===== src/hw/rtl/tbs_pkg.sv =====
// ----------------------------------------------------------------------------
// tbs_pkg: shared types and constants for the tracked box smoother
// Field widths, sequencer states and the shared multiplier request.
// ----------------------------------------------------------------------------
package tbs_pkg;

	localparam int COORD_W    = 15;
	localparam int ID_W       = 16;
	localparam int BOX_W      = 12;
	localparam int SUM_W      = BOX_W + 1;
	localparam int SCALE_W    = 4;
	localparam int PROD_W     = 32;
	localparam int CORNERS_W  = 4 * COORD_W;
	localparam int ENTRY_W    = ID_W + CORNERS_W;
	localparam int IN_DATA_W  = 64;
	localparam int OUT_DATA_W = 64;
	localparam int OUT_PAD_W  = OUT_DATA_W - CORNERS_W;
	localparam int OUT_USER_W = 2;

	localparam logic [COORD_W-1:0] COORD_MAX   = {COORD_W{1'b1}};
	localparam logic [SCALE_W-1:0] SCALE_RESET = SCALE_W'(1);

	// corner order inside an entry, lowest bits first
	localparam logic [1:0] CRN_LEFT   = 2'd0;
	localparam logic [1:0] CRN_TOP    = 2'd1;
	localparam logic [1:0] CRN_RIGHT  = 2'd2;
	localparam logic [1:0] CRN_BOTTOM = 2'd3;

	localparam logic REQ_DETECT = 1'b0;
	localparam logic REQ_EOF    = 1'b1;

	typedef enum logic [2:0] {
		S_IDLE,
		S_SEARCH,
		S_SCALE,
		S_DIFF,
		S_RECIP,
		S_BACK,
		S_FIX,
		S_WRITE
	} state_t;

	typedef enum logic [1:0] {
		MUL_SCALE,
		MUL_RECIP,
		MUL_BACK
	} mul_op_t;

	typedef struct packed {
		mul_op_t              op;
		logic [SUM_W-1:0]     sum;
		logic [SCALE_W-1:0]   scale;
		logic [COORD_W-1:0]   mag;
		logic [COORD_W-1:0]   quot;
	} mul_req_t;

endpackage


===== src/hw/rtl/tbs_ram.sv =====
// ----------------------------------------------------------------------------
// tbs_ram: generic single-port-write, single-port-read RAM
// One write and one registered read per cycle.
// ----------------------------------------------------------------------------
module tbs_ram #(
	parameter int WIDTH = 8,
	parameter int DEPTH = 16
) (
	input  logic                     clk,
	input  logic                     wr_en,
	input  logic [$clog2(DEPTH)-1:0] wr_addr,
	input  logic [WIDTH-1:0]         wr_data,
	input  logic                     rd_en,
	input  logic [$clog2(DEPTH)-1:0] rd_addr,
	output logic [WIDTH-1:0]         rd_data
);

	logic [WIDTH-1:0] mem [DEPTH];

	always_ff @(posedge clk) begin
		if (wr_en) begin
			mem[wr_addr] <= wr_data;
		end
		if (rd_en) begin
			rd_data <= mem[rd_addr];
		end
	end

endmodule


===== src/hw/rtl/tbs_mul.sv =====
// ----------------------------------------------------------------------------
// tbs_mul: shared multiplier of the smoother
// Picks operands by operation (scale, reciprocal, back-multiply) and
// registers the product.
// ----------------------------------------------------------------------------
module tbs_mul #(
	parameter int STEP_DIVISOR = 5
) (
	input  logic                          clk,
	input  tbs_pkg::mul_req_t             req,
	output logic [tbs_pkg::PROD_W-1:0]    prod_s1
);
	import tbs_pkg::*;

	localparam int OPND_W = 16;
	// floor(2^15 / divisor): quotient estimate is exact or one low
	localparam logic [OPND_W-1:0] RECIP_M = OPND_W'((1 << COORD_W) / STEP_DIVISOR);
	localparam logic [OPND_W-1:0] DIV_K   = OPND_W'(STEP_DIVISOR);

	logic [OPND_W-1:0] opa;
	logic [OPND_W-1:0] opb;

	always_comb begin
		case (req.op)
			MUL_SCALE: begin
				opa = OPND_W'(req.sum);
				opb = OPND_W'(req.scale);
			end
			MUL_RECIP: begin
				opa = OPND_W'(req.mag);
				opb = RECIP_M;
			end
			MUL_BACK: begin
				opa = OPND_W'(req.quot);
				opb = DIV_K;
			end
			default: begin
				opa = '0;
				opb = '0;
			end
		endcase
	end

	// operands widened first so the full product is kept
	always_ff @(posedge clk) begin
		prod_s1 <= PROD_W'(opa) * PROD_W'(opb);
	end

endmodule


===== src/hw/rtl/tracked_box_smoother_unit.sv =====
// ----------------------------------------------------------------------------
// tracked_box_smoother_unit: per-id box smoothing table
// Scales detection boxes, smooths known ids toward the new box, adds new
// ids, and drops ids not seen by the end of a frame.
// ----------------------------------------------------------------------------
//  channel  | dir | handshake               | payload
//  s_axis   | in  | tvalid/tready           | tdata: obj_id,box_x,box_y,box_w,box_h
//           |     |                         | tuser: req_type
//  m_axis   | out | tvalid/tready           | tdata: left,top,right,bottom
//           |     |                         | tuser: first_seen,not_stored
//  cfg      | in  | cfg_wr_en (no wait)     | cfg_wr_data: scale
//
// End-of-frame item: no result item.
// Detection: accept, search, corner loop, write. The search walks the entry
// RAM read port one entry a cycle and ends on a hit or after the last entry.
// Corners go through the one shared multiplier: a new id passes the scale
// and diff steps per corner, a known id also reciprocal, back-multiply, fix.
// No item is taken while one is in work; a waiting result holds back only
// the write step.
// Reset clears valid and seen bits and sets scale to 1; the RAM is not
// cleared, entries are read only behind their valid bit.
// ----------------------------------------------------------------------------
module tracked_box_smoother_unit #(
	parameter int TABLE_ENTRIES = 16,
	parameter int STEP_DIVISOR  = 5
) (
	input  logic                               clk,
	input  logic                               arst_n,
	// configuration: scale
	input  logic                               cfg_wr_en,
	input  logic [tbs_pkg::SCALE_W-1:0]        cfg_wr_data,
	// input items
	input  logic                               s_axis_tvalid,
	output logic                               s_axis_tready,
	// [15:0] obj_id, [27:16] box_x, [39:28] box_y, [51:40] box_w, [63:52] box_h
	input  logic [tbs_pkg::IN_DATA_W-1:0]      s_axis_tdata,
	// [0] req_type
	input  logic                               s_axis_tuser,
	// result items
	output logic                               m_axis_tvalid,
	input  logic                               m_axis_tready,
	// [14:0] left, [29:15] top, [44:30] right, [59:45] bottom, [63:60] zero
	output logic [tbs_pkg::OUT_DATA_W-1:0]     m_axis_tdata,
	// [0] first_seen, [1] not_stored
	output logic [tbs_pkg::OUT_USER_W-1:0]     m_axis_tuser
);
	import tbs_pkg::*;

	localparam int IDX_W = $clog2(TABLE_ENTRIES);
	localparam logic [IDX_W-1:0] LAST_IDX = IDX_W'(TABLE_ENTRIES - 1);
	localparam logic [COORD_W:0] DIV_K    = (COORD_W + 1)'(STEP_DIVISOR);

	state_t state_q, state_d;

	// configuration
	logic [SCALE_W-1:0]       scale_q;

	// latched detection
	logic [ID_W-1:0]          id_q;
	logic [BOX_W-1:0]         bx_q, by_q, bw_q, bh_q;

	// search walk
	logic [IDX_W-1:0]         walk_q;
	logic                     issue_done_q;
	logic                     chk_vld_s1;
	logic [IDX_W-1:0]         chk_idx_s1;
	logic                     hit_q;
	logic [IDX_W-1:0]         slot_q;
	logic                     free_found_q;
	logic [IDX_W-1:0]         free_q;

	// corner loop
	logic [1:0]               crn_q;
	logic [CORNERS_W-1:0]     cur_q;
	logic [CORNERS_W-1:0]     new_q;
	logic                     sign_q;
	logic [COORD_W-1:0]       mag_q;
	logic [COORD_W-1:0]       q0_q;

	// table flags, one per entry
	logic [TABLE_ENTRIES-1:0] valid_q;
	logic [TABLE_ENTRIES-1:0] seen_q;

	// output register
	logic                     m_valid_q;
	logic [CORNERS_W-1:0]     out_box_q;
	logic                     out_first_q;
	logic                     out_drop_q;

	// combinational
	logic                     in_acc;
	logic                     issue_act;
	logic                     hit_now;
	logic                     last_chk;
	logic                     out_free;
	logic                     ram_we;
	logic [IDX_W-1:0]         wr_slot;
	logic [ENTRY_W-1:0]       rd_data;
	logic [ID_W-1:0]          rd_ident;
	logic [CORNERS_W-1:0]     rd_corners;
	logic [SUM_W-1:0]         crn_sum;
	mul_req_t                 mreq;
	logic [PROD_W-1:0]        prod_s1;
	logic [COORD_W-1:0]       box_sat;
	logic [COORD_W-1:0]       cur_k;
	logic [COORD_W:0]         diff;
	logic [COORD_W:0]         mag_full;
	logic [COORD_W:0]         rem;
	logic [COORD_W-1:0]       q_fix;
	logic [COORD_W-1:0]       smooth;

	assign in_acc        = s_axis_tvalid && s_axis_tready;
	assign s_axis_tready = (state_q == S_IDLE);
	assign issue_act     = (state_q == S_SEARCH) && !issue_done_q;

	assign rd_ident   = rd_data[ENTRY_W-1:CORNERS_W];
	assign rd_corners = rd_data[CORNERS_W-1:0];

	// compare stage sees the entry read in the previous cycle
	assign hit_now  = (state_q == S_SEARCH) && chk_vld_s1 &&
	                  valid_q[chk_idx_s1] && (rd_ident == id_q);
	assign last_chk = chk_vld_s1 && (chk_idx_s1 == LAST_IDX);

	assign out_free = !m_valid_q || m_axis_tready;
	assign wr_slot  = hit_q ? slot_q : free_q;
	assign ram_we   = (state_q == S_WRITE) && out_free && (hit_q || free_found_q);

	// detection-image corner before scaling
	always_comb begin
		case (crn_q)
			CRN_LEFT:   crn_sum = {1'b0, bx_q};
			CRN_TOP:    crn_sum = {1'b0, by_q};
			CRN_RIGHT:  crn_sum = {1'b0, bx_q} + {1'b0, bw_q};
			CRN_BOTTOM: crn_sum = {1'b0, by_q} + {1'b0, bh_q};
			default:    crn_sum = '0;
		endcase
	end

	always_comb begin
		case (state_q)
			S_RECIP: mreq.op = MUL_RECIP;
			S_BACK:  mreq.op = MUL_BACK;
			default: mreq.op = MUL_SCALE;
		endcase
		mreq.sum   = crn_sum;
		mreq.scale = scale_q;
		mreq.mag   = mag_q;
		// reciprocal product shifted down: quotient estimate
		mreq.quot  = prod_s1[2*COORD_W-1:COORD_W];
	end

	tbs_mul #(
		.STEP_DIVISOR(STEP_DIVISOR)
	) u_mul (
		.clk    (clk),
		.req    (mreq),
		.prod_s1(prod_s1)
	);

	tbs_ram #(
		.WIDTH(ENTRY_W),
		.DEPTH(TABLE_ENTRIES)
	) u_entries (
		.clk    (clk),
		.wr_en  (ram_we),
		.wr_addr(wr_slot),
		.wr_data({id_q, new_q}),
		.rd_en  (issue_act),
		.rd_addr(walk_q),
		.rd_data(rd_data)
	);

	// scaled corner, saturated
	assign box_sat = (prod_s1[PROD_W-1:COORD_W] != '0) ? COORD_MAX : prod_s1[COORD_W-1:0];
	assign cur_k   = cur_q[crn_q*COORD_W +: COORD_W];

	// signed step toward the new corner, magnitude divided separately
	assign diff     = {1'b0, box_sat} - {1'b0, cur_k};
	assign mag_full = diff[COORD_W] ? ((COORD_W + 1)'(0) - diff) : diff;

	// remainder correction: estimate is exact or one low
	assign rem    = {1'b0, mag_q} - {1'b0, prod_s1[COORD_W-1:0]};
	assign q_fix  = q0_q + COORD_W'(rem >= DIV_K);
	assign smooth = sign_q ? (cur_k - q_fix) : (cur_k + q_fix);

	// sequencer
	always_ff @(posedge clk or negedge arst_n) begin
		if (!arst_n) begin
			state_q <= S_IDLE;
		end else begin
			state_q <= state_d;
		end
	end

	always_comb begin
		state_d = state_q;
		case (state_q)
			S_IDLE: begin
				if (in_acc && (s_axis_tuser == REQ_DETECT)) begin
					state_d = S_SEARCH;
				end
			end
			S_SEARCH: begin
				if (hit_now || last_chk) begin
					state_d = S_SCALE;
				end
			end
			S_SCALE: begin
				state_d = S_DIFF;
			end
			S_DIFF: begin
				if (hit_q) begin
					state_d = S_RECIP;
				end else if (crn_q == CRN_BOTTOM) begin
					state_d = S_WRITE;
				end else begin
					state_d = S_SCALE;
				end
			end
			S_RECIP: begin
				state_d = S_BACK;
			end
			S_BACK: begin
				state_d = S_FIX;
			end
			S_FIX: begin
				state_d = (crn_q == CRN_BOTTOM) ? S_WRITE : S_SCALE;
			end
			S_WRITE: begin
				if (out_free) begin
					state_d = S_IDLE;
				end
			end
			default: begin
				state_d = S_IDLE;
			end
		endcase
	end

	// control registers
	always_ff @(posedge clk or negedge arst_n) begin
		if (!arst_n) begin
			scale_q      <= SCALE_RESET;
			walk_q       <= '0;
			issue_done_q <= 1'b0;
			chk_vld_s1   <= 1'b0;
			hit_q        <= 1'b0;
			free_found_q <= 1'b0;
			crn_q        <= CRN_LEFT;
			valid_q      <= '0;
			seen_q       <= '0;
			m_valid_q    <= 1'b0;
		end else begin
			if (cfg_wr_en) begin
				scale_q <= cfg_wr_data;
			end

			chk_vld_s1 <= issue_act;

			if (in_acc) begin
				if (s_axis_tuser == REQ_EOF) begin
					// drop entries not seen this frame, start a new frame
					valid_q <= valid_q & seen_q;
					seen_q  <= '0;
				end else begin
					walk_q       <= '0;
					issue_done_q <= 1'b0;
					hit_q        <= 1'b0;
					free_found_q <= 1'b0;
					crn_q        <= CRN_LEFT;
				end
			end

			if (issue_act) begin
				walk_q <= walk_q + 1'b1;
				if (walk_q == LAST_IDX) begin
					issue_done_q <= 1'b1;
				end
				if (!valid_q[walk_q]) begin
					free_found_q <= 1'b1;
				end
			end

			if (hit_now) begin
				hit_q <= 1'b1;
			end

			if (((state_q == S_DIFF) && !hit_q) || (state_q == S_FIX)) begin
				crn_q <= crn_q + 1'b1;
			end

			if (ram_we) begin
				valid_q[wr_slot] <= 1'b1;
				seen_q[wr_slot]  <= 1'b1;
			end

			if ((state_q == S_WRITE) && out_free) begin
				m_valid_q <= 1'b1;
			end else if (m_axis_tready) begin
				m_valid_q <= 1'b0;
			end
		end
	end

	// payload registers
	always_ff @(posedge clk) begin
		if (in_acc) begin
			id_q <= s_axis_tdata[ID_W-1:0];
			bx_q <= s_axis_tdata[ID_W +: BOX_W];
			by_q <= s_axis_tdata[ID_W + BOX_W +: BOX_W];
			bw_q <= s_axis_tdata[ID_W + 2*BOX_W +: BOX_W];
			bh_q <= s_axis_tdata[ID_W + 3*BOX_W +: BOX_W];
		end

		chk_idx_s1 <= walk_q;

		// lowest free entry: first invalid one the walk passes
		if (issue_act && !valid_q[walk_q] && !free_found_q) begin
			free_q <= walk_q;
		end

		if (hit_now) begin
			slot_q <= chk_idx_s1;
			cur_q  <= rd_corners;
		end

		if (state_q == S_DIFF) begin
			if (hit_q) begin
				sign_q <= diff[COORD_W];
				mag_q  <= mag_full[COORD_W-1:0];
			end else begin
				new_q[crn_q*COORD_W +: COORD_W] <= box_sat;
			end
		end

		if (state_q == S_BACK) begin
			q0_q <= prod_s1[2*COORD_W-1:COORD_W];
		end

		if (state_q == S_FIX) begin
			new_q[crn_q*COORD_W +: COORD_W] <= smooth;
		end

		if ((state_q == S_WRITE) && out_free) begin
			out_box_q   <= new_q;
			out_first_q <= !hit_q;
			out_drop_q  <= !hit_q && !free_found_q;
		end
	end

	assign m_axis_tvalid = m_valid_q;
	assign m_axis_tdata  = {{OUT_PAD_W{1'b0}}, out_box_q};
	assign m_axis_tuser  = {out_drop_q, out_first_q};

`ifndef NO_ASSERTIONS
	// a seen mark only ever sits on a live entry
	a_seen_valid: assert property (@(posedge clk) disable iff (!arst_n)
		(seen_q & ~valid_q) == '0)
		else $error("seen bit on an invalid entry");

	// a dropped id is always a new id
	a_drop_new: assert property (@(posedge clk) disable iff (!arst_n)
		m_axis_tvalid && m_axis_tuser[1] |-> m_axis_tuser[0])
		else $error("not_stored without first_seen");

	// results only come out of the write step
	a_out_src: assert property (@(posedge clk) disable iff (!arst_n)
		$rose(m_axis_tvalid) |-> $past(state_q) == S_WRITE)
		else $error("result raised outside write step");

	// end of frame clears every seen mark
	a_eof_clear: assert property (@(posedge clk) disable iff (!arst_n)
		in_acc && (s_axis_tuser == REQ_EOF) |=> seen_q == '0)
		else $error("seen bits left after end of frame");

	// reciprocal estimate is at most one low
	a_rem_range: assert property (@(posedge clk) disable iff (!arst_n)
		state_q == S_FIX |-> rem < (DIV_K << 1))
		else $error("quotient estimate out of range");
`endif

endmodule


===== config.mk =====
export PLATFORM = sky130hd
export DESIGN_NAME = tracked_box_smoother_unit
export DESIGN_NICKNAME = d
export VERILOG_FILES = /design/src/hw/rtl/tbs_pkg.sv /design/src/hw/rtl/tbs_ram.sv /design/src/hw/rtl/tbs_mul.sv /design/src/hw/rtl/tracked_box_smoother_unit.sv
export SDC_FILE = /design/constraint.sdc
export NUM_CORES = 2
export LEC_CHECK = 0
export BUFFER_PORTS_ARGS = -buffer_cell sky130_fd_sc_hd__buf_4
export CORE_UTILIZATION = 40
export DETAILED_ROUTE_END_ITERATION = 16
export GPL_ROUTABILITY_DRIVEN = 0
export MAX_ROUTING_LAYER = met4
export PLACE_DENSITY = 0.52
export RECOVER_POWER = 25
export SETUP_SLACK_MARGIN = 0.1
export SYNTH_ARGS = -nofsm -noshare
export SYNTH_HDL_FRONTEND = slang
export SYNTH_SLANG_ARGS = --single-unit

===== constraint.sdc =====
create_clock -name clk -period 8.05 [get_ports clk]
set_input_delay 0.4025 -clock clk [delete_from_list [all_inputs] [get_ports clk]]
set_output_delay 0.4025 -clock clk [all_outputs]
set_load 0.03 [all_outputs]

==> results by stage <==
Run status:
- The run finished, with violations left.
- The checks that failed: capacitance limit, slew limit.

Clock tree:
- The clock reaches the later pin of the worst-skew pair after 0.85 ns.
- The number of clock sinks is 1657.
- TritonCTS built the clock tree.
- Counting along the longest clock path gives a buffer depth of 3.
- The clock-pin slew on the worst setup and hold paths is 0.06 ns.
- CTS built an H-tree with a depth of 4.
- The root buffer cell chosen for the clock tree is sky130_fd_sc_hd__clkbuf_16.
- Buffers inserted during clock tree synthesis total 177.

STA:
- For the pin with the worst max-slew slack, the measured transition is 3.30 ns.
- The highest achievable clock rate is 133 MHz.
- The setup-violating endpoint count in the final report is 0.
- The minimum clock period is 7.51 ns.
- After layout, the worst path uses 93.3% of the clock period.
- The final-report hold violation count came to 0.
- Adding up every negative setup slack in the final design gives 0 ns.
- The setup skew after layout is 0.0481 ns.
- The number of pins exceeding their max-slew limit in the final report was 81.
- Headroom to the max-slew limit came out at -120%.
- Setup repair after global routing left no endpoint under its margin.

Cells and area:
- The area growth from synthesis to layout is 15.2%.
- The finished cells cover 81600 µm².
- Of the cells placed in the final design, the portion with a size suffix greater than 1 is 16.4%.
- The net total in the final layout is 5037.
- 0 antenna diodes ended up in the layout.

Setup path:
- STA classifies the critical path endpoint as a flip-flop.
- The start-to-end type of the worst setup path is reg2reg.
- The kind of launch point of the worst setup path is a flip-flop.
- The endpoint identified for the worst register-to-register timing path is u_mul.prod_s1[27].
- The setup check on the worst reg-to-reg path leaves a slack of 0.54 ns.
- In this design, the stage delay of the slowest critical-path cell is 0.55 ns.
- The largest individual stage delay along the critical path comes from the cell sky130_fd_sc_hd__fa_1.
- Data arrives at the worst endpoint at 8.25 ns.
- In this run the worst path has a maximum fanout of 6.
- The worst register-to-register path begins at bx_q[1].
- Counting cells, the worst reg-to-reg path comes to 29.
- Data on the critical path is required at its endpoint by 8.79 ns.

Logic synthesis:
- Ranked by total cell area, the synthesized netlist is headed by sky130_fd_sc_hd__edfxtp_1 64%, sky130_fd_sc_hd__mux4_2 5.6%, sky130_fd_sc_hd__mux2i_1 3.4%.
- The number of different library cells in the post-synthesis netlist is 84.
- Yosys mapped a number of flops with a built-in enable equal to 1515.
- The synthesized-area fraction occupied by ao, oa, aoi and oai cells is 7.88%.
- The yosys synthesis warning count is 0.
- Sorting the synthesized cells by how often they occur yields 1515 x sky130_fd_sc_hd__edfxtp_1, 259 x sky130_fd_sc_hd__o21ai_0, 257 x sky130_fd_sc_hd__inv_1.
- Of the synthesized area, sequential elements account for 68.6%.
- The mapped netlist covers 70800 µm².
- Of all cell types, the one taking the most synthesized area is sky130_fd_sc_hd__edfxtp_1.
- The synthesized netlist devotes 3.61% of its cell area to simple gates.
- The post-synthesis register bit count is 1657.
- Multiplexer cells account for 10.3% of the synthesized area.
- The share of synthesized cell area in full adder, half adder and majority cells is 5.69%.
- The xor/xnor cell area share of the yosys netlist is 1.45%.
- By area, the combinational part of the netlist is dominated by multiplexers.
- Synthesis produced 4399 cells.
- The most frequently used cell type in the post-synthesis netlist is sky130_fd_sc_hd__edfxtp_1.
- The share of Yosys cell area claimed by the top area cell type is 64.2%.
- The most frequently used flop master after synthesis is sky130_fd_sc_hd__edfxtp_1.
- After synthesis, the mean cell area works out to 16.1 µm².
- The share of synthesized flip-flops with an asynchronous set or reset is 3.02%.

Global route:
- The first global-routing pass estimated 285000 µm of wire.
- The via count of the first global-routing pass is 40333.
- The met3 capacity usage during global routing is 2.71%.
- Global routing finished with a remaining overflow of 0.
- The met2 track demand over resource is 35.2%.
- Entering global routing, the biggest net connects 110 pins.
- The layer carrying the most global-route usage is met2.
- The overall fraction of global-route tracks in use is 22.5%.
- The met1 capacity usage during global routing is 31.4%.
- The initial antenna violation count is 7.

Hold path:
- The hold-critical path depth is 4.
- The tightest min-delay check is of the in2reg type.
- For hold timing, the worst endpoint is hit_q.
- The worst hold path begins at s_axis_tvalid.

Floorplanning:
- In this run the count of I/O pins placed on the die edge is 142.
- The die height is 423 µm.
- The initialized floorplan defines 154 standard-cell rows.
- The area of the die is 179000 µm².
- The floorplan step defined a core boundary enclosing 176000 µm².
- From left edge to right edge, the die measures 423 µm.
- The initial core utilization is 40.3%.

Detailed routing:
- The starting DRC count in detailed routing is 3654.
- The first-pass iteration count of the detailed router is 7.
- The total via count in the routed design is 39970.
- The remaining design rule violation count is 0.
- The detail-routed via count per cell is 5.57.
- The mean routed wirelength per cell is 27.2 µm.
- The number of nets with antenna violations after routing is 0.
- The total detailed-routing wirelength is 196000 µm.

Flow run:
- Across the run, the number of max-cap violations was 2.

Pwr:
- The worst-case IR drop observed on VDD is 0.172 mV.
- The analysis attributes to cell leakage a power of 33.1 nW.
- The power per cell area is 230 nW/µm².

Placed design:
- After detailed placement, the total cell area comes to 75000 µm².
- In this run the tool buffered the top-level ports with 137 buffer cells.
- The HPWL after detailed placement is 115000 µm.
## power by group
part           total [mW]  switching, mW  internal [mW]
combinational        1.23          0.732          0.495
sequential           9.36         0.0296           9.33
clock                8.16           3.47           4.70
## logic make-up (layout without fill, tap and decap cells)
logic type,Yosys count,count (layout)
compound gates,861,861
xor+xnor,117,117
other cells,1,4
mux,498,498
buf+inv,452,891
flops,1657,1657
simple gates,543,543
fa+ha+maj,270,270
## cells in the final DEF, fill, tap and decap left out, types with 54 or more instances in the layout
cell type and instances:
sky130_fd_sc_hd__edfxtp_1 1515, sky130_fd_sc_hd__o21ai_0 256, sky130_fd_sc_hd__inv_1 254, sky130_fd_sc_hd__mux2i_1 238
sky130_fd_sc_hd__nand2_1 191, sky130_fd_sc_hd__ha_1 183, sky130_fd_sc_hd__clkbuf_16 177, sky130_fd_sc_hd__mux4_2 176
sky130_fd_sc_hd__a21oi_1 164, sky130_fd_sc_hd__buf_4 158, sky130_fd_sc_hd__nor2_1 117, sky130_fd_sc_hd__a22oi_1 109
sky130_fd_sc_hd__dfxtp_1 92, sky130_fd_sc_hd__fa_1 87, sky130_fd_sc_hd__mux2_2 84, sky130_fd_sc_hd__a221oi_1 81
sky130_fd_sc_hd__dlygate4sd3_1 75, sky130_fd_sc_hd__xnor2_1 74, sky130_fd_sc_hd__o22ai_1 54, sky130_fd_sc_hd__clkbuf_4 54
## worst max path at each step
stage                     slack [ns]                 to     from  cells after the start
after floorplan                 0.89  u_mul.prod_s1[27]  bx_q[1]                     29
after global placement          0.27  u_mul.prod_s1[27]  by_q[0]                     29
after detailed placement        0.24  u_mul.prod_s1[27]  bx_q[0]                     29
after CTS                       0.19  u_mul.prod_s1[27]  by_q[0]                     29
after global routing            0.06  u_mul.prod_s1[27]  bx_q[1]                     29
final                           0.54  u_mul.prod_s1[27]  bx_q[1]                     29
## registers in the layout, indices dropped and copies added, names as in the netlist, 13 cells and up
name	flops
u_mul.prod_s1	28
u_entries.mem	1216
id_q	16
new_q	60
mag_q	15
cur_q	60
u_entries.rd_data	76
out_box_q	60
seen_q	16
valid_q	16
q0_q	13
## critical path, delay by kind of cell (launching register included)
family / cells / cell delay (ns)
AOI/OAI and AO/OA: 16 / 3.29
adders and majority gates: 7 / 3.00
DFF: 1 / 0.39
muxes: 1 / 0.37
buffers and inverters: 4 / 0.26
xor gates and xnor gates: 1 / 0.13
## per-stage QoR
step | utilization [%] | hold WS [ns] | std cells | total power, mW | worst slack (ns)
after floorplan | - | 0.107 | 4402 | 10.4 | 0.894
after global placement | 42.6 | 0.402 | 6777 | 10.7 | 0.275
after detailed placement | 42.6 | 0.405 | 6777 | 10.7 | 0.239
after CTS | 46.4 | 0.101 | 7179 | 18.9 | 0.189
after global routing | 46.4 | 0.193 | 7181 | 19.4 | 0.0599
final | 46.4 | 0.159 | 7181 | 18.8 | 0.543
## per-layer routing
metal / vias to the layer above / wire [µm]
met5: - / 0
met4: 0 / 4020
met3: 268 / 8910
met2: 1047 / 93400
met1: 20961 / 89200
li1: 17694 / -
## final cells by class
cell class              instances  area [µm²]
clock buffers                 218        4580
clock inverters               109        1250
fillers                     15065       94300
inverters                     257         968
multi-input cells            2293       20700
flip-flops and latches       1657       48600
well taps                    2340        2930
repair buffers                307        2560
## what timing repair did
item	CTS	global route
resized for setup	0	16
endpoints found under the setup margin	0	6
hold buffers	75	0
setup buffers	0	2
hold endpoints to repair	119	0
Note: power is estimated with default switching activity, not from simulation.
